### config.mk
export PLATFORM = sky130hd
export DESIGN_NAME = rgb_to_hsv_converter_flat
export DESIGN_NICKNAME = d
export VERILOG_FILES = /design/src/design/rgbhsv_pkg.sv /design/src/design/rgbhsv_if.sv /design/src/design/rgb_to_hsv_converter.sv /design/src/design/rgbhsv_prep.sv /design/src/design/rgbhsv_div.sv /design/src/design/rgbhsv_out.sv /design/src/flat_wrapper.sv
export SDC_FILE = /design/constraint.sdc
export NUM_CORES = 2
export LEC_CHECK = 0
export ABC_AREA = 1
export BUFFER_PORTS_ARGS = -buffer_cell sky130_fd_sc_hd__buf_2
export CAP_MARGIN = 20
export CORE_ASPECT_RATIO = 0.5
export CORE_UTILIZATION = 70
export DETAILED_ROUTE_END_ITERATION = 16
export PLACE_DENSITY = 0.95
export REMOVE_ABC_BUFFERS = 1
export SYNTH_ARGS = -nofsm -noshare
export SYNTH_HDL_FRONTEND = slang
export SYNTH_HIERARCHICAL = 1
export SYNTH_SLANG_ARGS = --single-unit
### constraint.sdc
create_clock -name clk -period 14 [get_ports clk]
set_input_delay 0.7 -clock clk [delete_from_list [all_inputs] [get_ports clk]]
set_output_delay 0.7 -clock clk [all_outputs]
set_load 0.01 [all_outputs]
### src/design/rgbhsv_pkg.sv
`timescale 1ns / 1ps

package rgbhsv_pkg;

    // channel and fraction widths
    localparam int CHANNEL_BITS  = 8;
    localparam int FRACTION_BITS = 16;

    // divider geometry: the quotient may reach one full turn, so one extra bit
    localparam int QUOT_BITS  = FRACTION_BITS + 1;
    localparam int DIVR_BITS  = CHANNEL_BITS + 4;
    localparam int DIVD_BITS  = DIVR_BITS + QUOT_BITS;
    localparam int NUM_BITS   = CHANNEL_BITS + 3;
    localparam int DIV_STAGES = QUOT_BITS;

    typedef logic [CHANNEL_BITS-1:0]  chan_t;
    typedef logic [FRACTION_BITS-1:0] frac_t;
    typedef logic [NUM_BITS-1:0]      num_t;
    typedef logic [DIVR_BITS-1:0]     divr_t;
    typedef logic [DIVD_BITS-1:0]     divd_t;
    typedef logic [QUOT_BITS-1:0]     quot_t;

    // one lane of the restoring divider: partial remainder, dividend bits
    // still to consume shifted together with the quotient bits, divisor
    typedef struct packed {
        divr_t rem;
        quot_t sh;
        divr_t divr;
    } div_lane_t;

    // one item in flight through the divider
    typedef struct packed {
        div_lane_t hue;
        div_lane_t sat;
        chan_t     bright;
    } div_item_t;

    // finished result
    typedef struct packed {
        frac_t hue;
        frac_t sat;
        chan_t bright;
    } hsv_t;

endpackage

### src/design/rgbhsv_if.sv
`timescale 1ns / 1ps

// pixel channel: red, green, blue
interface rgbhsv_pix_if;
    logic                valid;
    logic                ready;
    rgbhsv_pkg::chan_t   red_in;
    rgbhsv_pkg::chan_t   green_in;
    rgbhsv_pkg::chan_t   blue_in;

    modport source (output valid, output red_in, output green_in, output blue_in,
                    input ready);
    modport sink   (input valid, input red_in, input green_in, input blue_in,
                    output ready);
endinterface

// result channel: hue, saturation, brightness
interface rgbhsv_hsv_if;
    logic                valid;
    logic                ready;
    rgbhsv_pkg::frac_t   hue_out;
    rgbhsv_pkg::frac_t   saturation_out;
    rgbhsv_pkg::chan_t   brightness_out;

    modport source (output valid, output hue_out, output saturation_out,
                    output brightness_out, input ready);
    modport sink   (input valid, input hue_out, input saturation_out,
                    input brightness_out, output ready);
endinterface

### src/design/rgb_to_hsv_converter.sv
// Pipeline: 4 preparation stages, 17 divider stages of one quotient bit each, output
// register. Throughput: one pixel per cycle while not stalled; the 17-stage restoring
// divider sets the depth.
// Stalls: a full output skid entry freezes the whole pipeline until the result drains.
// Reset: rst_n clears all valid bits asynchronously; no data is held over.
`timescale 1ns / 1ps

module rgb_to_hsv_converter (
    input  logic          clk,
    input  logic          rst_n,
    rgbhsv_pix_if.sink    pixel,
    rgbhsv_hsv_if.source  hsv
);

    logic                  en;
    logic                  prep_valid;
    rgbhsv_pkg::div_item_t prep_item;
    logic                  div_valid;
    rgbhsv_pkg::div_item_t div_item;
    rgbhsv_pkg::hsv_t      div_hsv;

    // max, min, sector and dividend setup
    rgbhsv_prep u_prep (
        .clk       (clk),
        .rst_n     (rst_n),
        .en        (en),
        .pixel     (pixel),
        .out_valid (prep_valid),
        .out_item  (prep_item)
    );

    // hue and saturation division
    rgbhsv_div u_div (
        .clk       (clk),
        .rst_n     (rst_n),
        .en        (en),
        .in_valid  (prep_valid),
        .in_item   (prep_item),
        .out_valid (div_valid),
        .out_item  (div_item)
    );

    // a hue quotient of one full turn drops its top bit and wraps to 0
    assign div_hsv.hue    = div_item.hue.sh[rgbhsv_pkg::FRACTION_BITS-1:0];
    assign div_hsv.sat    = div_item.sat.sh[rgbhsv_pkg::FRACTION_BITS-1:0];
    assign div_hsv.bright = div_item.bright;

    // output register with skid entry
    rgbhsv_out u_out (
        .clk      (clk),
        .rst_n    (rst_n),
        .in_valid (div_valid),
        .in_ready (en),
        .in_hsv   (div_hsv),
        .hsv      (hsv)
    );

`ifndef SYNTH
    // input only waits behind a result held at the output
    assert property (@(posedge clk) disable iff (!rst_n)
        !pixel.ready |-> hsv.valid)
    else $error("input stalled with no result at output");

    // input ready drops only after the output was refused
    assert property (@(posedge clk) disable iff (!rst_n)
        $fell(pixel.ready) |-> $past(hsv.valid && !hsv.ready))
    else $error("input stalled without output backpressure");

    // zero saturation means a grey pixel, whose hue is zero
    assert property (@(posedge clk) disable iff (!rst_n)
        hsv.valid && hsv.saturation_out == '0 |-> hsv.hue_out == '0)
    else $error("grey pixel with nonzero hue");

    // black pixel has no saturation
    assert property (@(posedge clk) disable iff (!rst_n)
        hsv.valid && hsv.brightness_out == '0 |-> hsv.saturation_out == '0)
    else $error("black pixel with nonzero saturation");
`endif

endmodule

### src/design/rgbhsv_prep.sv
`timescale 1ns / 1ps

module rgbhsv_prep (
    input  logic                    clk,
    input  logic                    rst_n,
    input  logic                    en,
    rgbhsv_pix_if.sink              pixel,
    output logic                    out_valid,
    output rgbhsv_pkg::div_item_t   out_item
);

    typedef enum logic [1:0] {
        SECTOR_RED,
        SECTOR_GREEN,
        SECTOR_BLUE
    } sector_t;

    typedef logic signed [rgbhsv_pkg::CHANNEL_BITS:0]   diff_t;
    typedef logic signed [rgbhsv_pkg::CHANNEL_BITS+3:0] snum_t;

    typedef struct packed {
        rgbhsv_pkg::chan_t mx;
        rgbhsv_pkg::chan_t mn;
        sector_t           sector;
        diff_t             diff;
    } s1_t;

    typedef struct packed {
        rgbhsv_pkg::chan_t mx;
        rgbhsv_pkg::chan_t spread;
        sector_t           sector;
        diff_t             diff;
    } s2_t;

    typedef struct packed {
        rgbhsv_pkg::chan_t   mx;
        logic                grey;
        rgbhsv_pkg::num_t    num;
        rgbhsv_pkg::num_t    six_d;
        rgbhsv_pkg::divr_t   hue_divr;
        rgbhsv_pkg::divd_t   sat_divd;
    } s3_t;

    logic [3:0]            v_reg;
    s1_t                   s1_reg, s1_next;
    s2_t                   s2_reg, s2_next;
    s3_t                   s3_reg, s3_next;
    rgbhsv_pkg::div_item_t s4_reg, s4_next;

    rgbhsv_pkg::num_t      base;
    snum_t                 num_wide;
    rgbhsv_pkg::divd_t     hue_divd;
    rgbhsv_pkg::divd_t     sat_divd;
    rgbhsv_pkg::divr_t     hue_divr;
    rgbhsv_pkg::divr_t     sat_divr;

    assign pixel.ready = en;

    // stage 1: largest, smallest, sector and signed difference
    always_comb
    begin
        s1_next.mn = pixel.red_in;
        if (pixel.green_in < s1_next.mn)
        begin
            s1_next.mn = pixel.green_in;
        end
        if (pixel.blue_in < s1_next.mn)
        begin
            s1_next.mn = pixel.blue_in;
        end
        if (pixel.red_in >= pixel.green_in && pixel.red_in >= pixel.blue_in)
        begin
            s1_next.sector = SECTOR_RED;
            s1_next.mx     = pixel.red_in;
            s1_next.diff   = $signed({1'b0, pixel.green_in}) - $signed({1'b0, pixel.blue_in});
        end
        else if (pixel.green_in >= pixel.blue_in)
        begin
            s1_next.sector = SECTOR_GREEN;
            s1_next.mx     = pixel.green_in;
            s1_next.diff   = $signed({1'b0, pixel.blue_in}) - $signed({1'b0, pixel.red_in});
        end
        else
        begin
            s1_next.sector = SECTOR_BLUE;
            s1_next.mx     = pixel.blue_in;
            s1_next.diff   = $signed({1'b0, pixel.red_in}) - $signed({1'b0, pixel.green_in});
        end
    end

    // stage 2: spread
    always_comb
    begin
        s2_next.mx     = s1_reg.mx;
        s2_next.spread = s1_reg.mx - s1_reg.mn;
        s2_next.sector = s1_reg.sector;
        s2_next.diff   = s1_reg.diff;
    end

    // stage 3: hue numerator with wrap, hue divisor, saturation dividend
    always_comb
    begin
        s3_next.mx    = s2_reg.mx;
        s3_next.grey  = (s2_reg.spread == '0);
        s3_next.six_d = (rgbhsv_pkg::num_t'(s2_reg.spread) << 2)
                      + (rgbhsv_pkg::num_t'(s2_reg.spread) << 1);
        case (s2_reg.sector)
            SECTOR_RED:   base = (s2_reg.diff < 0) ? s3_next.six_d : '0;
            SECTOR_GREEN: base = rgbhsv_pkg::num_t'(s2_reg.spread) << 1;
            SECTOR_BLUE:  base = rgbhsv_pkg::num_t'(s2_reg.spread) << 2;
            default:      base = '0;
        endcase
        num_wide    = $signed({1'b0, base}) + s2_reg.diff;
        s3_next.num = num_wide[rgbhsv_pkg::NUM_BITS-1:0];
        s3_next.hue_divr = (rgbhsv_pkg::divr_t'(s2_reg.spread) << 3)
                         + (rgbhsv_pkg::divr_t'(s2_reg.spread) << 2);
        // 2 * spread * (2^F - 1) + mx, the rounding term for a 2*mx divisor
        s3_next.sat_divd = (rgbhsv_pkg::divd_t'(s2_reg.spread) << rgbhsv_pkg::QUOT_BITS)
                         - (rgbhsv_pkg::divd_t'(s2_reg.spread) << 1)
                         + rgbhsv_pkg::divd_t'(s2_reg.mx);
    end

    // stage 4: hue dividend, grey override, split into divider lanes
    always_comb
    begin
        hue_divd = (rgbhsv_pkg::divd_t'(s3_reg.num) << rgbhsv_pkg::QUOT_BITS)
                 + rgbhsv_pkg::divd_t'(s3_reg.six_d);
        sat_divd = s3_reg.sat_divd;
        hue_divr = s3_reg.hue_divr;
        sat_divr = rgbhsv_pkg::divr_t'({s3_reg.mx, 1'b0});
        // grey pixel: 0 over 1 gives zero hue and saturation
        if (s3_reg.grey)
        begin
            hue_divd = '0;
            sat_divd = '0;
            hue_divr = rgbhsv_pkg::divr_t'(1);
            sat_divr = rgbhsv_pkg::divr_t'(1);
        end
        s4_next.hue.rem  = hue_divd[rgbhsv_pkg::DIVD_BITS-1:rgbhsv_pkg::QUOT_BITS];
        s4_next.hue.sh   = hue_divd[rgbhsv_pkg::QUOT_BITS-1:0];
        s4_next.hue.divr = hue_divr;
        s4_next.sat.rem  = sat_divd[rgbhsv_pkg::DIVD_BITS-1:rgbhsv_pkg::QUOT_BITS];
        s4_next.sat.sh   = sat_divd[rgbhsv_pkg::QUOT_BITS-1:0];
        s4_next.sat.divr = sat_divr;
        s4_next.bright   = s3_reg.mx;
    end

    // valid bits
    always_ff @(posedge clk or negedge rst_n)
    begin
        if (!rst_n)
        begin
            v_reg <= '0;
        end
        else if (en)
        begin
            v_reg <= {v_reg[2:0], pixel.valid};
        end
    end

    // stage payload
    always_ff @(posedge clk)
    begin
        if (en)
        begin
            s1_reg <= s1_next;
            s2_reg <= s2_next;
            s3_reg <= s3_next;
            s4_reg <= s4_next;
        end
    end

    assign out_valid = v_reg[3];
    assign out_item  = s4_reg;

endmodule

### src/design/rgbhsv_div.sv
`timescale 1ns / 1ps

module rgbhsv_div (
    input  logic                    clk,
    input  logic                    rst_n,
    input  logic                    en,
    input  logic                    in_valid,
    input  rgbhsv_pkg::div_item_t   in_item,
    output logic                    out_valid,
    output rgbhsv_pkg::div_item_t   out_item
);

    logic [rgbhsv_pkg::DIV_STAGES-1:0] v_reg;
    rgbhsv_pkg::div_item_t             item_reg  [rgbhsv_pkg::DIV_STAGES];
    rgbhsv_pkg::div_item_t             stage_in  [rgbhsv_pkg::DIV_STAGES];
    rgbhsv_pkg::div_item_t             item_next [rgbhsv_pkg::DIV_STAGES];

    // one restoring step: bring down the next dividend bit, subtract if it fits
    function automatic rgbhsv_pkg::div_lane_t div_step(input rgbhsv_pkg::div_lane_t lane);
        logic [rgbhsv_pkg::DIVR_BITS:0] trial;
        logic [rgbhsv_pkg::DIVR_BITS:0] diff;
        logic                           fits;
        rgbhsv_pkg::div_lane_t          res;
        trial    = {lane.rem, lane.sh[rgbhsv_pkg::QUOT_BITS-1]};
        fits     = (trial >= {1'b0, lane.divr});
        diff     = trial - {1'b0, lane.divr};
        res.divr = lane.divr;
        res.rem  = fits ? diff[rgbhsv_pkg::DIVR_BITS-1:0] : trial[rgbhsv_pkg::DIVR_BITS-1:0];
        res.sh   = {lane.sh[rgbhsv_pkg::QUOT_BITS-2:0], fits};
        return res;
    endfunction

    // stage inputs and one quotient bit per stage for both lanes
    always_comb
    begin
        stage_in[0] = in_item;
        for (int i = 1; i < rgbhsv_pkg::DIV_STAGES; i++)
        begin
            stage_in[i] = item_reg[i-1];
        end
        for (int i = 0; i < rgbhsv_pkg::DIV_STAGES; i++)
        begin
            item_next[i].hue    = div_step(stage_in[i].hue);
            item_next[i].sat    = div_step(stage_in[i].sat);
            item_next[i].bright = stage_in[i].bright;
        end
    end

    // valid bits
    always_ff @(posedge clk or negedge rst_n)
    begin
        if (!rst_n)
        begin
            v_reg <= '0;
        end
        else if (en)
        begin
            v_reg <= {v_reg[rgbhsv_pkg::DIV_STAGES-2:0], in_valid};
        end
    end

    // stage payload
    always_ff @(posedge clk)
    begin
        if (en)
        begin
            for (int i = 0; i < rgbhsv_pkg::DIV_STAGES; i++)
            begin
                item_reg[i] <= item_next[i];
            end
        end
    end

    assign out_valid = v_reg[rgbhsv_pkg::DIV_STAGES-1];
    assign out_item  = item_reg[rgbhsv_pkg::DIV_STAGES-1];

endmodule

### src/design/rgbhsv_out.sv
`timescale 1ns / 1ps

module rgbhsv_out (
    input  logic               clk,
    input  logic               rst_n,
    input  logic               in_valid,
    output logic               in_ready,
    input  rgbhsv_pkg::hsv_t   in_hsv,
    rgbhsv_hsv_if.source       hsv
);

    logic              out_v_reg;
    logic              skid_v_reg;
    rgbhsv_pkg::hsv_t  out_reg;
    rgbhsv_pkg::hsv_t  skid_reg;
    logic              slot_free;

    // upstream only waits once the skid entry holds a result
    assign in_ready  = !skid_v_reg;
    assign slot_free = !out_v_reg || hsv.ready;

    // output register and skid entry
    always_ff @(posedge clk or negedge rst_n)
    begin
        if (!rst_n)
        begin
            out_v_reg  <= 1'b0;
            skid_v_reg <= 1'b0;
        end
        else if (slot_free)
        begin
            out_v_reg  <= skid_v_reg || in_valid;
            skid_v_reg <= 1'b0;
        end
        else if (in_valid && !skid_v_reg)
        begin
            skid_v_reg <= 1'b1;
        end
    end

    always_ff @(posedge clk)
    begin
        if (slot_free)
        begin
            out_reg <= skid_v_reg ? skid_reg : in_hsv;
        end
        if (!slot_free && in_valid && !skid_v_reg)
        begin
            skid_reg <= in_hsv;
        end
    end

    assign hsv.valid          = out_v_reg;
    assign hsv.hue_out        = out_reg.hue;
    assign hsv.saturation_out = out_reg.sat;
    assign hsv.brightness_out = out_reg.bright;

endmodule
### src/flat_wrapper.sv
// flat-port wrapper written by rule: the top's interface ports become plain ports
module rgb_to_hsv_converter_flat 
  (clk, rst_n, pixel_valid, pixel_red_in, pixel_green_in, pixel_blue_in, pixel_ready, hsv_valid, hsv_hue_out, hsv_saturation_out, hsv_brightness_out, hsv_ready);
  rgbhsv_pix_if pixel_i ();
  rgbhsv_hsv_if hsv_i ();
  input  logic clk;
  input  logic rst_n;
  input wire logic [$bits(pixel_i.valid)-1:0] pixel_valid;
  input wire logic [$bits(pixel_i.red_in)-1:0] pixel_red_in;
  input wire logic [$bits(pixel_i.green_in)-1:0] pixel_green_in;
  input wire logic [$bits(pixel_i.blue_in)-1:0] pixel_blue_in;
  output wire logic [$bits(pixel_i.ready)-1:0] pixel_ready;
  output wire logic [$bits(hsv_i.valid)-1:0] hsv_valid;
  output wire logic [$bits(hsv_i.hue_out)-1:0] hsv_hue_out;
  output wire logic [$bits(hsv_i.saturation_out)-1:0] hsv_saturation_out;
  output wire logic [$bits(hsv_i.brightness_out)-1:0] hsv_brightness_out;
  input wire logic [$bits(hsv_i.ready)-1:0] hsv_ready;
  assign pixel_i.valid = pixel_valid;
  assign pixel_i.red_in = pixel_red_in;
  assign pixel_i.green_in = pixel_green_in;
  assign pixel_i.blue_in = pixel_blue_in;
  assign pixel_ready = pixel_i.ready;
  assign hsv_valid = hsv_i.valid;
  assign hsv_hue_out = hsv_i.hue_out;
  assign hsv_saturation_out = hsv_i.saturation_out;
  assign hsv_brightness_out = hsv_i.brightness_out;
  assign hsv_i.ready = hsv_ready;
  rgb_to_hsv_converter u_core (.clk(clk), .rst_n(rst_n), .pixel(pixel_i), .hsv(hsv_i));
endmodule
# After elaboration in Yosys (flattened, before gate mapping)
# Memory sizes are Yosys's and may differ from the RTL's.
# Cells that the tools add are included.
# word_totals
mem_count	1
latch_bits	0
output_inout_bits	42
mem_bits_rw	1530
rom_bits	0
wordCells	178
inputBits	28
regBits	319
# mem_list
memory	depth	word_bits	rd	rd_ports_with_merged_regs	write_ports	line	text
u_core.u_div.item_reg	17	90	17	0	17	rgbhsv_div.sv:14	rgbhsv_pkg::div_item_t item_reg [rgbhsv_pkg::DIV_STAGES];
# op_classes
muxes	47
div	0
eq_ne	2
order_cmp	40
n_reduce_logical	12
mul	0
shifts	0
bitwise_logic	0
n_addsub	44
# op_table
operator	n
$ge 13x12->1	34
$mux 12	34
$sub 12x12->12	34
$mux 40	1
$pmux 11 s3	1
$mux 8	4
$add 28x11->29	1
$add 26x9->27	1
$sub 8x8->9	3
$sub 25x9->26	1
$ge 8x8->1	3
$mux 11	2
$lt 8x8->1	2
$add 11x10->12	1
$add 10x9->11	1
$add 11x9->11	1
$lt 9x1->1 const B	1
$mux 9	1
$logic_not 8->1	1
$sub 8x8->8	1
$logic_and 1x1->1	4
$mux 1	4
$logic_not 1->1	3
$eq 2x1->1 const B	1
4 further kinds	5

# Longest topological paths before layout
# depth
ltp_word	5
ltp_mapped	22

# Cells and area by module
# The synthesis kept the hierarchy.
# modules_own_cells
module	instances	area_each_um2	cells_each	seq_area_each_um2
rgbhsv_div	1	80529.7	8035	46369.5
rgbhsv_prep	1	9830.7	946	5355.1
rgbhsv_out	1	3095.5	219	2452.4

# Least setup slack after synthesis
# Ideal clock, no wire load.
# synth_path
path_type	reg-to-output
startpoint	register u_core.u_out.skid_v_reg
endpoint	output port pixel_ready
arrival_time_ps	5659
required_time_ps	13300
setup_slack_ps	7641
n_path_buf	3
stages_incl_launch_ff	5
path_cell_list	dfrtp_1 -> buf_6 -> inv_8 -> buf_12 -> buf_4
# synth_between
elab_chain_len	1
# synth_rtl
item	line	text
start: declaration	rgbhsv_out.sv:13	logic skid_v_reg;
start signal: assignment	rgbhsv_out.sv:28	skid_v_reg <= 1'b0;
start signal: assignment	rgbhsv_out.sv:33	skid_v_reg <= 1'b0;
start signal: assignment	rgbhsv_out.sv:37	skid_v_reg <= 1'b1;
$logic_not 1->1	rgbhsv_out.sv:19	assign in_ready = !skid_v_reg;
end: declaration	flat_wrapper.sv:12	output wire logic [$bits(pixel_i.ready)-1:0] pixel_ready;
# Every way passes these cells.

# Worst setup path after layout
# layout_path
startpoint	register u_core.u_out.skid_v_reg
endpoint	register u_core/u_prep/s2_reg[8] (netlist bit) (enable)
# layout_lines
item	line	text
end signal: assignment	rgbhsv_prep.sv:167	s2_reg <= s2_next;
end: declaration	rgbhsv_prep.sv:46	s2_t s2_reg, s2_next;
# No word-level cell between the ends.

==> metrics.txt <==
# TYPE chip_impl_metric gauge
chip_impl_metric{name="floorplan.rows",unit=""} 92
chip_impl_metric{name="initial_utilization",unit="%"} 70.9
chip_impl_metric{name="die-area",unit="mm²"} 0.129
chip_impl_metric{name="final_period_minus_worst_setup_slack",unit="ns"} 4.46
chip_impl_metric{name="wp_data_required",unit="ns"} 14.41
chip_impl_info{name="hold_start",value="pixel_valid"} 1
chip_impl_metric{name="cts_post_setup_buffers_inserted",unit=""} 0
chip_impl_metric{name="grt_use_total",unit="%"} 29.2
chip_impl_metric{name="max_cap_viols",unit=""} 0
chip_impl_info{name="reg2reg_to",value="u_core/u_prep/s2_reg[8]"} 1
chip_impl_metric{name="routed-via-count",unit=""} 62400
chip_impl_metric{name="y_dimension_of_the_die",unit="µm"} 255
chip_impl_metric{name="drive_above_1_share",unit="%"} 7.46
chip_impl_metric{name="timing.final.crit_share",unit="%"} 31.8
chip_impl_metric{name="cts_inserted_buffers",unit=""} 148
chip_impl_metric{name="setup.reg_to_reg.worst_slack",unit="ns"} 9.54
chip_impl_metric{name="timing.critical_path.arrival",unit="ns"} 4.87
chip_impl_metric{name="area_growth",unit="%"} 6.77
chip_impl_info{name="grt_setup_unrepaired",value="false"} 1
chip_impl_metric{name="clock_tree.buffer_depth",unit=""} 3
chip_impl_metric{name="clock.fmax",unit="MHz"} 224
chip_impl_metric{name="antenna_found_initial",unit=""} 1
chip_impl_metric{name="actual_transition_at_the_worst_max_transition_pin",unit="ns"} 1.11
chip_impl_metric{name="synthesis.instances",unit=""} 8854
chip_impl_metric{name="ctsResizeCount",unit=""} 0
chip_impl_metric{name="number_of_global_route_vias_before_repair",unit=""} 61100
chip_impl_metric{name="synthesis.area",unit="mm²"} 0.0896
chip_impl_metric{name="clk_transition_reported_paths",unit="ns"} 0.07
chip_impl_metric{name="htree_num_levels",unit=""} 4
chip_impl_metric{name="placement.io_buffers",unit=""} 69
chip_impl_metric{name="grt_remaining_overflow",unit=""} 0
chip_impl_metric{name="remaining_drc_errors",unit=""} 0
chip_impl_info{name="clockRootBuffer",value="sky130_fd_sc_hd__clkbuf_16"} 1
chip_impl_metric{name="drt-total-wl",unit="µm"} 190000
chip_impl_info{name="holdPathEnd",value="u_core/u_prep/v_reg[0]"} 1
chip_impl_info{name="startpoint_type",value="flip-flop"} 1
chip_impl_metric{name="core_area",unit="mm²"} 0.126
chip_impl_metric{name="timing.critical_path.fanout_max",unit=""} 223
chip_impl_metric{name="final.setup.tns",unit="ns"} 0
chip_impl_metric{name="fin_worst_hold_slack",unit="ns"} 0.132
chip_impl_metric{name="mean_cell_area_of_the_mapped_netlist",unit="µm²"} 10.1
chip_impl_metric{name="die_w",unit="µm"} 508
chip_impl_metric{name="globalplace.congestion",unit=""} 0.953
chip_impl_info{name="cts_tree",value="yes"} 1
chip_impl_metric{name="number_of_pins_with_negative_max_slew_slack_in_the_final_report",unit=""} 0
chip_impl_info{name="worst_hold_path_type",value="input port to flip-flop"} 1
chip_impl_metric{name="wl_per_cell",unit="µm"} 17.8
chip_impl_metric{name="slew_headroom",unit="%"} 26.0
chip_impl_metric{name="first_pass_iters",unit=""} 13
chip_impl_metric{name="placed_cells",unit=""} 10500
chip_impl_metric{name="final_cells",unit=""} 10700
chip_impl_info{name="end_kind",value="flip-flop"} 1
chip_impl_info{name="outcome",value="completed"} 1
chip_impl_metric{name="viasPerCell",unit=""} 5.81
chip_impl_metric{name="largest_register_ffs",unit=""} 1448
chip_impl_metric{name="clkLatencyLatePin",unit="ns"} 0.80
chip_impl_metric{name="cts_hold_repair.buffers",unit=""} 1
chip_impl_metric{name="final.setup_skew",unit="ns"} 0.0356
chip_impl_metric{name="final-setup-viol-count",unit=""} 0
chip_impl_metric{name="ys.warnings.count",unit=""} 6
chip_impl_info{name="most-common-layout-cells",value="2377 x sky130_fd_sc_hd__nand2_1, 1703 x sky130_fd_sc_hd__edfxtp_1, 1649 x sky130_fd_sc_hd__inv_1"} 1
chip_impl_metric{name="grt_pass1_wl",unit="µm"} 302000
chip_impl_info{name="final_common_cell",value="sky130_fd_sc_hd__nand2_1"} 1
chip_impl_metric{name="top_ports",unit=""} 70
chip_impl_metric{name="hold_depth",unit=""} 3
chip_impl_metric{name="first_iter_violations",unit=""} 6330
chip_impl_metric{name="timing_hold_violations_final",unit=""} 0
chip_impl_metric{name="antenna_violating_nets_remaining",unit=""} 0
chip_impl_metric{name="grt_start_max_net_pins",unit=""} 224
chip_impl_metric{name="timing.reg2reg.worst_path_depth",unit=""} 5
chip_impl_info{name="path_class",value="flip-flop to flip-flop"} 1
chip_impl_info{name="r2r_start",value="u_core/u_out/skid_v_reg"} 1
chip_impl_metric{name="finalNetCount",unit=""} 9459
chip_impl_metric{name="detailed_placer_s_ending_hpwl",unit="µm"} 126000
chip_impl_metric{name="cts_num_sinks",unit=""} 1726
## worst max-delay path by stage
stage                                  from                            end  slack (ns)  cells past startpoint
floorplan           u_core/u_out/skid_v_reg       u_core/u_out/skid_reg[0]        4.78                      3
global placement    u_core/u_out/skid_v_reg  u_core/u_div/item_reg[0][317]        9.55                      5
detailed placement  u_core/u_out/skid_v_reg  u_core/u_div/item_reg[0][288]        9.43                      5
CTS                 u_core/u_out/skid_v_reg  u_core/u_div/item_reg[0][317]        9.41                      5
global route        u_core/u_out/skid_v_reg        u_core/u_prep/s2_reg[8]        9.29                      5
finish              u_core/u_out/skid_v_reg        u_core/u_prep/s2_reg[8]        9.54                      5
## critical path: stages (launching register included)
cell and delay (ns):
sky130_fd_sc_hd__dfrtp_2 0.39, sky130_fd_sc_hd__buf_4 0.34, sky130_fd_sc_hd__clkinv_16 0.40, sky130_fd_sc_hd__buf_12 0.72, sky130_fd_sc_hd__buf_12 0.74, sky130_fd_sc_hd__buf_12 0.85
## final cells by class
type | instances | area [µm²]
Multi-Input combinational cell | 5286 | 30100
Timing Repair Buffer | 87 | 586
Inverter | 1663 | 6270
Tap cell | 1692 | 2120
Sequential cell | 1726 | 51700
Antenna cell | 2 | 5.00
Clock buffer | 172 | 3850
Clock inverter | 96 | 1050
Fill cell | 7411 | 30800
## through the flow
step | setup WS, ns | util [%] | cell area [µm²]
floorplan | 4.78 | - | 88000
global placement | 9.55 | 71.7 | 90700
detailed placement | 9.43 | 71.7 | 90700
CTS | 9.41 | 75.6 | 95600
global route | 9.29 | 75.7 | 95600
finish | 9.54 | 75.7 | 95600
## routing by layer
metal	GRT usage, %	part of all wire [%]	routed length (µm)
met4	15.8	5.8	11100
met3	4.85	6.7	12800
met5	0	0	0
met2	53.2	50	95900
met1	33.1	37	70600
Power is not shown: default switching activity piles up to over one toggle a cycle in this logic, so the estimate is an artifact.
